[src/smx_pkg.sv]
// shared constants, opcodes and helpers for the stack machine executor
// no dependencies; used by smx_div and stack_machine_executor
`default_nettype none
package smx_pkg;

   // storage sizes
   localparam int STACK_DEPTH = 256;
   localparam int DATA_WORDS  = 256;
   localparam int STACK_AW    = $clog2(STACK_DEPTH);
   localparam int SP_W        = $clog2(STACK_DEPTH + 1);
   localparam int DATA_AW     = $clog2(DATA_WORDS);

   // field widths
   localparam int WORD_W = 32;
   localparam int IP_W   = 16;
   localparam int STEP_W = 16;

   // configuration registers
   localparam int CSR_IDX_W = 1;
   localparam int CSR_DATA_W = 16;
   localparam logic [CSR_IDX_W-1:0] REG_PROGRAM_LENGTH = 1'd0;
   localparam logic [CSR_IDX_W-1:0] REG_STEP_LIMIT     = 1'd1;
   localparam logic [STEP_W-1:0] STEP_LIMIT_RESET = 16'd10000;
   localparam logic [7:0] ADDR_MASK = 8'hFF;

   // opcodes
   localparam int OPC_W = 5;
   localparam logic [OPC_W-1:0] OP_PUSH  = 5'd0;
   localparam logic [OPC_W-1:0] OP_POP   = 5'd1;
   localparam logic [OPC_W-1:0] OP_ADD   = 5'd2;
   localparam logic [OPC_W-1:0] OP_SUB   = 5'd3;
   localparam logic [OPC_W-1:0] OP_MUL   = 5'd4;
   localparam logic [OPC_W-1:0] OP_DIV   = 5'd5;
   localparam logic [OPC_W-1:0] OP_DUP   = 5'd6;
   localparam logic [OPC_W-1:0] OP_SWAP  = 5'd7;
   localparam logic [OPC_W-1:0] OP_NEG   = 5'd8;
   localparam logic [OPC_W-1:0] OP_ABS   = 5'd9;
   localparam logic [OPC_W-1:0] OP_LT    = 5'd10;
   localparam logic [OPC_W-1:0] OP_EQ    = 5'd11;
   localparam logic [OPC_W-1:0] OP_GT    = 5'd12;
   localparam logic [OPC_W-1:0] OP_JMP   = 5'd13;
   localparam logic [OPC_W-1:0] OP_JZ    = 5'd14;
   localparam logic [OPC_W-1:0] OP_JNZ   = 5'd15;
   localparam logic [OPC_W-1:0] OP_LOAD  = 5'd16;
   localparam logic [OPC_W-1:0] OP_SAVE  = 5'd17;
   localparam logic [OPC_W-1:0] OP_NOP   = 5'd18;
   localparam logic [OPC_W-1:0] OP_HALT  = 5'd19;

   // data memory address from a stack word (data words is a power of two)
   function automatic logic [DATA_AW-1:0] data_addr(input logic [WORD_W-1:0] v);
      logic [7:0] low;
      low = v[7:0] & ADDR_MASK;
      return DATA_AW'(low);
   endfunction

   // opcode field of a code word, unknown values fold to nop
   function automatic logic [OPC_W-1:0] decode_op(input logic [WORD_W-1:0] w);
      if (w[WORD_W-1:OPC_W] == '0 && w[OPC_W-1:0] <= OP_HALT) begin
         return w[OPC_W-1:0];
      end
      return OP_NOP;
   endfunction

endpackage
`default_nettype wire

[src/smx_div.sv]
// iterative signed divider, one quotient bit per cycle, truncating
// depends on smx_pkg
`default_nettype none
module smx_div (
   input  wire logic                       clock,
   input  wire logic                       reset,
   input  wire logic                       start,
   input  wire logic [smx_pkg::WORD_W-1:0] dividend,
   input  wire logic [smx_pkg::WORD_W-1:0] divisor,
   output logic                            done,
   output logic [smx_pkg::WORD_W-1:0]      quotient
);

   localparam int W = smx_pkg::WORD_W;
   localparam int CW = $clog2(W);

   logic          busy_ff, busy_in;
   logic          done_ff, done_in;
   logic [CW-1:0] cnt_ff, cnt_in;
   logic [W-1:0]  rem_ff, rem_in;
   logic [W-1:0]  quo_ff, quo_in;
   logic [W-1:0]  den_ff, den_in;
   logic          neg_ff, neg_in;
   logic [W-1:0]  q_ff, q_in;
   logic [W:0]    shifted;
   logic [W:0]    diff;

   // one restoring step
   always_comb begin
      shifted = {rem_ff, quo_ff[W-1]};
      diff    = shifted - {1'b0, den_ff};
      busy_in = busy_ff;
      done_in = 1'b0;
      cnt_in  = cnt_ff;
      rem_in  = rem_ff;
      quo_in  = quo_ff;
      den_in  = den_ff;
      neg_in  = neg_ff;
      q_in    = q_ff;
      if (start) begin
         busy_in = 1'b1;
         cnt_in  = '0;
         rem_in  = '0;
         quo_in  = dividend[W-1] ? (~dividend + W'(1)) : dividend;
         den_in  = divisor[W-1] ? (~divisor + W'(1)) : divisor;
         neg_in  = dividend[W-1] ^ divisor[W-1];
      end else if (busy_ff) begin
         if (!diff[W]) begin
            rem_in = diff[W-1:0];
            quo_in = {quo_ff[W-2:0], 1'b1};
         end else begin
            rem_in = shifted[W-1:0];
            quo_in = {quo_ff[W-2:0], 1'b0};
         end
         cnt_in = cnt_ff + CW'(1);
         if (cnt_ff == CW'(W - 1)) begin
            busy_in = 1'b0;
            done_in = 1'b1;
            q_in    = neg_ff ? (~quo_in + W'(1)) : quo_in;
         end
      end
   end

   always_ff @(posedge clock) begin
      if (reset) begin
         busy_ff <= 1'b0;
         done_ff <= 1'b0;
      end else begin
         busy_ff <= busy_in;
         done_ff <= done_in;
      end
      cnt_ff <= cnt_in;
      rem_ff <= rem_in;
      quo_ff <= quo_in;
      den_ff <= den_in;
      neg_ff <= neg_in;
      q_ff   <= q_in;
   end

   assign done     = done_ff;
   assign quotient = q_ff;

endmodule
`default_nettype wire

[config.mk]
export PLATFORM = sky130hd
export DESIGN_NAME = smx_div
export DESIGN_NICKNAME = d
export VERILOG_FILES = /design/src/smx_pkg.sv /design/src/smx_div.sv
export SDC_FILE = /design/constraint.sdc
export NUM_CORES = 1
export LEC_CHECK = 0
export BUFFER_PORTS_ARGS = -buffer_cell sky130_fd_sc_hd__buf_2
export CAP_MARGIN = 20
export CORE_ASPECT_RATIO = 2
export CORE_MARGIN = 1.5
export CORE_UTILIZATION = 65
export CTS_BUF_LIST = sky130_fd_sc_hd__clkbuf_8
export DETAILED_ROUTE_END_ITERATION = 10
export MAX_ROUTING_LAYER = met4
export PLACE_DENSITY = 0.93
export RECOVER_POWER = 100
export SLEW_MARGIN = 20
export SYNTH_ARGS = -nofsm -noshare
export SYNTH_HDL_FRONTEND = slang
export SYNTH_SLANG_ARGS = --single-unit
export TNS_END_PERCENT = 1
[constraint.sdc]
create_clock -name clock -period 10.5 [get_ports clock]
set_input_delay 2.625 -clock clock [delete_from_list [all_inputs] [get_ports clock]]
set_output_delay 2.625 -clock clock [all_outputs]
set_load 0.03 [all_outputs]
==> flow_metrics.tcl, run 1 <==
set metrics [dict create \
    status "finished with violations" \
    violations "DRC, capacitance limit, slew limit" \
    crit_arrival_ps 7500 \
    grt_pass1_wl_um 35000 \
    die_area_mm2 0.0144 \
    io_buffers 99 \
    firstDrtPassIters 8 \
    cp_max_fo 42 \
    relSlewSlack_pct -113 \
    areaGrowthSynthToFinish_pct 9.50 \
    track_usage_pct 31.8 \
    synth-simple-area-share_pct 16.1 \
    drcViolationCount 9 \
    tightest_slew_ps 3200 \
    synthTopCellsByArea "edfxtp_1 (33%), dfxtp_1 (8.8%), xnor2_1 (7.0%), ha_1 (5.2%), xor2_1 (4.5%)" \
    ys.flop_type "edfxtp_1" \
    synth-xor-area-share_pct 11.5 \
    worstSetupPathType "flip-flop to flip-flop" \
    gp_congestion 0.987 \
    ys_warn_count 0 \
    synthAdderAreaFrac_pct 5.46 \
    rows 60 \
    power_density_mw_per_mm2 138 \
    fin_crit_ps 7290 \
    fmax_mhz 137 \
    grt-ovfl-total 0 \
    rsz0062_at_grt "false" \
    grt_max_degree 74 \
    drt-vias-per-instance 6.37 \
    antenna_cells 0 \
    drive_gt1_share_pct 10.0 \
    cts.path.max_buffers 2 \
    drt_iter0_markers 380 \
    synth-edff-count 97 \
    synth-compound-area-share_pct 19.5 \
    slew_violations 277 \
    ctsResizeCount 0 \
    antenna_found_initial 0 \
    fin_nets 1130 \
    required_ps 10710 \
    dr_total_vias 7595 \
    die_h_um 168 \
    yosysSeqAreaShare_pct 41.8 \
    max_stage_delay_ps 2190 \
    hp-class "flip-flop to flip-flop" \
    wl_um 21500 \
    synth_area_mm2 0.00884 \
    finalClockSkew_ps 14.0 \
    fin_tns_setup_ps 0 \
    final_util_pct 72.4 \
    leakage_nw 3.69 \
    numCtsBuffers 17 \
    synthCells 950 \
    routedWlPerCell_um 18.0 \
    synth_top_area_share_pct 32.9 \
    synth_top_family_by_area "compound AO/OA/AOI/OAI gates" \
    fillers 1041 \
    yosys_register_bits 136 \
    end_kind "flip-flop" \
    yosysMostFrequentCell "edfxtp_1" \
    max_cap_violations 7 \
    fin_crit_sh_pct 69.4 \
    grt_pass1_vias 7577 \
    syn_nets 1055 \
    hold_viol_final 0 \
    htreeDepth 4 \
    ios 100 \
    hpwl_um 15900 \
    synthMuxAreaShare_pct 1.37 \
    synth_area_per_cell_um2 9.31 \
    path_cells "inv_1 > ha_1 > fa_1 > nor2b_1 > o31a_1 > a21oi_1 > o21ai_0 > a31oi_1 > xnor2_1 > inv_1 > clkbuf_1 > ha_1 > nand2b_1 > or3_1 > o31ai_1 > xnor2_1" \
    clock_sinks 136 \
    insertion_delay_ps 450 \
    placed_cells 1161 \
    peakVddDrop_mv 0.0975 \
    setup_viol 0 \
    synth_cell_type_count 63 \
    async_flop_share_pct 0 \
    cp-start-kind "flip-flop" \
    yosysTopAreaCell "edfxtp_1" \
    clock-root-buffer "clkbuf_8" \
    timing.critical_path.slowest_stage_cell "xnor2_1" \
    core_area_mm2 0.0134 \
    layoutNonFillerInstCount 1193 \
    cts_tree "yes" \
    path_clk_slew_ps 90 \
    postCtsSetupBuffers 0 \
    die-width_um 85.5 \
    ant_nets 0 \
    holdBufCountCts 0 \
    start_util_pct 66.2 \
    synth.top_cells.by_count "edfxtp_1 (97), nand2_1 (83), nor2_1 (79), xnor2_1 (71), a21oi_1 (61)" \
]
-- layout make-up --
cell class / count / area, µm² / area share (%)
multi-input combinational: 714 / 4750 / 49.1
sequential: 136 / 3690 / 38.2
timing repair buffer: 104 / 470 / 4.86
clock buffer: 18 / 248 / 2.56
inverter: 52 / 195 / 2.02
tap: 155 / 194 / 2.00
clock inverter: 14 / 128 / 1.32
-- report_power, final --
group	switching (mW)	internal, mW
Clock	0.237	0.179
Combinational	0.158	0.108
Sequential	0.0302	0.623
Total	0.425	0.909
-- worst max-delay path: cells and delay by family, from the launching register on --
kind	cells	cell delay, ps
buf+inv	3	1030
fa+ha+maj	3	1190
simple gates	3	760
flops	1	370
xor+xnor	2	2370
compound gates	5	1310
-- worst paths after layout --
| check | start | end | slack, ps | cells after the start |
|---|---|---|---|---|
| worst min-delay path | rem_ff[2] | rem_ff[2] | 500 | 2 |
| worst max-delay path | quo_ff[31] | quotient[30] | 3210 | 16 |
| worst max register to register | quo_ff[31] | quotient[30] | 3210 | 16 |
| worst min register to register | rem_ff[2] | rem_ff[2] | 500 | 2 |
-- state kept, by name, summed over array words and instances (netlist names) --
signal    flops
cnt_ff        5
quo_ff       32
neg_ff        1
quotient     32
den_ff       32
rem_ff       32
done          1
busy_ff       1
-- per-stage QoR --
stage          hold slack [ps]  cell area, µm²  setup WS [ps]  total power [mW]
6_report                   497            9680           3210              1.33
5_1_grt                    529            9680           2890              1.39
4_1_cts                    495            9790           5290              1.33
3_5_place_dp               487            9410           4800             0.924
3_3_place_gp               475            9410           4870             0.916
2_1_floorplan              453            8840           5130             0.845
-- layout by cell type, fill, tap and decap left out, types with 13 or more instances in the layout --
master	instances
inv_1	52
o41ai_1	13
nand3_1	26
nand2b_1	13
xnor2_1	71
o31ai_1	25
or3_1	20
a21o_1	15
xor2_1	45
o21ai_0	60
clkbuf_8	18
a21oi_1	61
buf_2	61
dfxtp_1	39
ha_1	37
nor2_1	78
clkbuf_1	42
edfxtp_1	97
nand2_1	83
-- kinds of logic after synthesis --
| logic type | after synthesis |
|---|---|
| muxes | 12 |
| buffers and inverters | 100 |
| DFF | 136 |
| xor gates and xnor gates | 116 |
| adders and majority gates | 38 |
| and+or+nand+nor | 289 |
| AOI/OAI and AO/OA | 259 |
-- per-layer routing --
metal,global-route usage (%),part of all wire [%]
met4,16.3,4.2
met3,5.44,5.6
met1,30.9,34
met5,-,0
met2,58.8,56
Note: power is estimated with default switching activity, not from simulation.
==> run 2, diff against run 1 <==
CORE_UTILIZATION = 55   (was 65)
PLACE_DENSITY = 0.85   (was 0.93)
clock period = 6.7 ns   (was 10.5 ns; I/O delays follow)
==> flow_metrics.tcl, run 2 (same netlist as run 1, synthesis figures left out) <==
set metrics [dict create \
    holdWs_ps 494 \
    slew_violations 131 \
    dr_total_vias 7638 \
    cp_top_family "compound AO/OA/AOI/OAI gates" \
    die-width_um 92.7 \
    final_cell_mix "edfxtp_1 (97), nand2_1 (83), nor2_1 (78)" \
    fin_crit_sh_pct 79.2 \
    insertion_delay_ps 470 \
    rsz0062_at_grt "false" \
    placed_cells 1208 \
    drive_gt1_share_pct 9.91 \
    start_util_pct 56.0 \
    cts_tree "yes" \
    layoutNonFillerInstCount 1240 \
    max_stage_delay_ps 1070 \
    areaGrowthSynthToFinish_pct 10.2 \
    clock_sinks 136 \
    die_h_um 182 \
    cp-start-kind "flip-flop" \
    antenna_cells 0 \
    fin_crit_ps 5310 \
    hpwl_um 16200 \
    grt-ovfl-total 0 \
    worst-path-buf-inv 2 \
    required_ps 6910 \
    leakage_nw 3.71 \
    path_cells "ha_1 > a21oi_1 > o21ai_0 > a221o_1 > a221o_1 > a31oi_1 > xnor2_2 > clkbuf_1 > inv_1 > ha_1 > nand2b_1 > or3_1 > o31ai_1 > xnor2_1" \
    numCtsBuffers 17 \
    ios 100 \
    grt_max_degree 78 \
    clock-root-buffer "clkbuf_8" \
    power_density_mw_per_mm2 217 \
    die_area_mm2 0.0169 \
    path_clk_slew_ps 90 \
    drcViolationCount 0 \
    hp-class "flip-flop to flip-flop" \
    grt_pass1_wl_um 35700 \
    fin_nets 1131 \
    hold_viol_final 0 \
    htreeDepth 4 \
    final_util_pct 61.8 \
    holdBufCountCts 0 \
    violations "capacitance limit, slew limit" \
    grt_pass1_vias 7561 \
    wl_um 21800 \
    crit_arrival_ps 5520 \
    ant_nets 0 \
    drt_iter0_markers 324 \
    gp_congestion 0.939 \
    setup_viol 0 \
    routedWlPerCell_um 17.6 \
    relSlewSlack_pct -22.9 \
    cp_max_fo 24 \
    postCtsSetupBuffers 0 \
    tightest_slew_ps 1840 \
    worstSetupPathType "flip-flop to flip-flop" \
    peakVddDrop_mv 0.161 \
    core_area_mm2 0.0158 \
    cts.path.max_buffers 2 \
    ctsResizeCount 0 \
    fmax_mhz 188 \
    firstDrtPassIters 8 \
    rows 65 \
    drt-vias-per-instance 6.16 \
    track_usage_pct 27.8 \
    finalClockSkew_ps 13.6 \
    pre_cts_ws_ps 1960 \
    setup_slack_ps 1390 \
    fin_tns_setup_ps 0 \
    antenna_found_initial 0 \
    io_buffers 99 \
    end_kind "flip-flop" \
    timing.critical_path.slowest_stage_cell "clkbuf_1" \
    layout_commonest_cell "edfxtp_1" \
    max_cap_violations 4 \
    status "finished with violations" \
]
run 2: changes by cell type in the layout (fill, tap and decap cells not counted), sizes merged:
cell      delta
clkinv       +1
inv          +1
bufinv       +1
clkinvlp     -3
clkbuf       +1
run 2: final timing paths:
kind,start,to,slack [ps],cells past startpoint
hold reg to reg,rem_ff[15],rem_ff[16],490,2
setup reg to reg,rem_ff[22],quotient[30],1390,14
setup / recovery,rem_ff[22],quotient[30],1390,14
hold / removal,rem_ff[15],rem_ff[16],490,2
run 2: worst min-delay path, delay by kind of cell (launching register included):
kind	cells	cell delay, ps
AOI/OAI and AO/OA	1	80
DFF	1	330
and+or+nand+nor	1	60
run 2: power breakdown:
part,switching [mW],total [mW],internal (mW)
registers,0.0455,1.02,0.975
clock network,0.361,0.673,0.312
logic,0.249,0.417,0.168
total,0.656,2.11,1.46
run 2: layout make-up:
cell class	instances	area, µm²
inverter	52	195
timing repair buffer	105	479
sequential	136	3690
fill	1396	6030
tap	201	251
clock inverter	14	134
clock buffer	18	248
multi-input combinational	714	4750
run 2: per-layer routing:
| layer | up-vias | GRT usage (%) | wire [µm] |
|---|---|---|---|
| met5 | - | - | 0 |
| met4 | 0 | 16.8 | 1170 |
| met3 | 75 | 4.21 | 969 |
| met2 | 263 | 50.6 | 11900 |
| met1 | 3648 | 27.1 | 7720 |
| li1 | 3652 | - | - |
run 2: metrics by stage:
| stage | total power, mW | cell area, µm² |
|---|---|---|
| after floorplan | 1.32 | 8840 |
| after global placement | 1.44 | 9470 |
| after detailed placement | 1.45 | 9470 |
| after CTS | 2.12 | 9850 |
| after global routing | 2.21 | 9750 |
| final | 2.11 | 9750 |
==> run 3, diff against run 2 <==
ABC_AREA = 1   (was unset)
CORE_UTILIZATION = 56   (was 55)
PLACE_DENSITY = 0.86   (was 0.85)
clock period = 4.5 ns   (was 6.7 ns; I/O delays follow)
==> flow_metrics.tcl, run 3 <==
set metrics [dict create \
    status "finished with violations" \
    violations "capacitance limit, slew limit" \
    fin_crit_ps 3940 \
    tightest_slew_ps 2440 \
    yosysMostFrequentCell "nand2_1" \
    peakVddDrop_mv 0.191 \
    grt_pass1_wl_um 37700 \
    yosysSeqAreaShare_pct 40.2 \
    rsz0062_at_grt "false" \
    postCtsSetupBuffers 0 \
    route.met2.wl_um 13600 \
    yosysTopAreaCell "edfxtp_1" \
    hpwl_um 18900 \
    setup_viol 0 \
    firstDrtPassIters 5 \
    path_clk_slew_ps 90 \
    die-width_um 93.6 \
    max_stage_delay_ps 400 \
    areaGrowthSynthToFinish_pct 10.6 \
    final_cell_area_mm2 0.0102 \
    synth_cell_type_count 43 \
    finalClockSkew_ps 14.3 \
    wirelength_met1_um 7800 \
    ys.flop_type "edfxtp_1" \
    holdWs_ps 477 \
    timing.critical_path.slowest_stage_cell "fa_1" \
    leakage_nw 4.64 \
    cp_top_family "simple AND/OR/NAND/NOR gates" \
    grt-ovfl-total 0 \
    die_area_mm2 0.0172 \
    drt_iter0_markers 378 \
    path_cells "inv_1 > ha_1 > fa_1 > inv_1 > nand2_1 > nand2_1 > nand3_1 > nand2_1 > nand2_1 > nand2_1 > nand2_2 > nand2_1 > nand2_2 > nand2_1 > ha_1 > nand3_1 > nor3_1 > nand4_1 > nor2_1 > nand2_1 > o21ai_1 > o21ai_0 > xor2_1" \
    holdBufCountCts 0 \
    grt_pass1_vias 8319 \
    drive_gt1_share_pct 8.06 \
    end_kind "flip-flop" \
    ios 100 \
    fillers 1533 \
    synthCells 1217 \
    cts_tree "yes" \
    synth_area_mm2 0.00920 \
    wl_um 24300 \
    yosys_register_bits 136 \
    synth_area_per_cell_um2 7.56 \
    slew_violations 117 \
    synth-edff-count 97 \
    drcViolationCount 0 \
    core_area_mm2 0.0162 \
    hold_viol_final 0 \
    antenna_found_initial 0 \
    power_density_mw_per_mm2 298 \
    dr_total_vias 8378 \
    required_ps 4720 \
    layout_commonest_cell "nand2_1" \
    worst-path-buf-inv 2 \
    pre_cts_ws_ps 708 \
    numCtsBuffers 17 \
    ys_warn_count 0 \
    cp_max_fo 4 \
    routedWlPerCell_um 15.9 \
    synth_top_area_share_pct 31.7 \
    fin_nets 1419 \
    worstSetupPathType "flip-flop to flip-flop" \
    final_util_pct 62.8 \
    ctsResizeCount 0 \
    gp_congestion 1.04 \
    synth.top_cells.by_count "nand2_1 (303), inv_1 (157), nor2_1 (129), edfxtp_1 (97), o21ai_0 (93)" \
    clock_sinks 136 \
    top_layer "met4" \
    track_usage_pct 29.6 \
    setup_slack_ps 562 \
    max_cap_violations 3 \
    wl_met3_um 1010 \
    rows 66 \
    drt-vias-per-instance 5.47 \
    io_buffers 99 \
    grt_max_degree 53 \
    ant_nets 0 \
    hp-class "flip-flop to flip-flop" \
    cts.path.max_buffers 2 \
    cp-start-kind "flip-flop" \
    antenna_cells 0 \
    placed_area_mm2 0.00988 \
    relSlewSlack_pct -62.9 \
    async_flop_share_pct 0 \
    placed_cells 1499 \
    syn_nets 1322 \
    fmax_mhz 254 \
    die_h_um 184 \
    fin_crit_sh_pct 87.5 \
    start_util_pct 56.8 \
    final_cell_mix "nand2_1 (306), inv_1 (159), nor2_1 (126)" \
    synthTopCellsByArea "edfxtp_1 (32%), nand2_1 (12%), dfxtp_1 (8.5%), inv_1 (6.4%), xor2_1 (5.9%)" \
    crit_arrival_ps 4160 \
    htreeDepth 4 \
    layoutNonFillerInstCount 1531 \
    cpMostUsedCell "nand2_1" \
    clock-root-buffer "clkbuf_8" \
    insertion_delay_ps 470 \
    finalPower_mw 3.03 \
    fin_tns_setup_ps 0 \
]
## run 3: routing by layer
layer | GRT usage (%) | vias to the layer above
met5 | - | -
met4 | 22.9 | 0
met3 | 4.13 | 110
met2 | 56.8 | 274
met1 | 24.0 | 3798
li1 | - | 4196
## run 3: worst min-delay path: stages (launching register included)
cell	delay, ps
dfxtp_1	330
nand2_1	60
nand2_1	40
## run 3: cell type report
cell class / count / area, µm² / area share [%]
inverters: 159 / 599 / 5.89
clock inverters: 15 / 151 / 1.49
multi-input cells: 893 / 4750 / 46.7
flip-flops and latches: 136 / 3690 / 36.3
clock buffers: 17 / 234 / 2.30
well taps: 204 / 255 / 2.51
repair buffers: 107 / 484 / 4.76
## run 3: path summary, 6_finish.rpt
check	depth (start not counted)	endpoint	slack, ps	start
setup reg to reg	23	quotient[28]	560	quo_ff[31]
hold / removal	2	rem_ff[26]	480	rem_ff[26]
hold reg to reg	2	rem_ff[26]	480	rem_ff[26]
setup / recovery	23	quotient[28]	560	quo_ff[31]
## run 3: cells by family after synthesis
logic type / share of synthesized area (%)
AND/OR/NAND/NOR: 25.9
buffers and inverters: 7.92
AO/OA/AOI/OAI: 11.4
flip-flops: 40.2
XOR/XNOR: 9.33
adder cells (fa/ha/maj): 5.25
## run 3: power breakdown
part | internal [mW] | switching (mW) | total (mW)
registers | 1.44 | 0.0562 | 1.50
clock network | 0.491 | 0.525 | 1.02
logic | 0.185 | 0.332 | 0.517
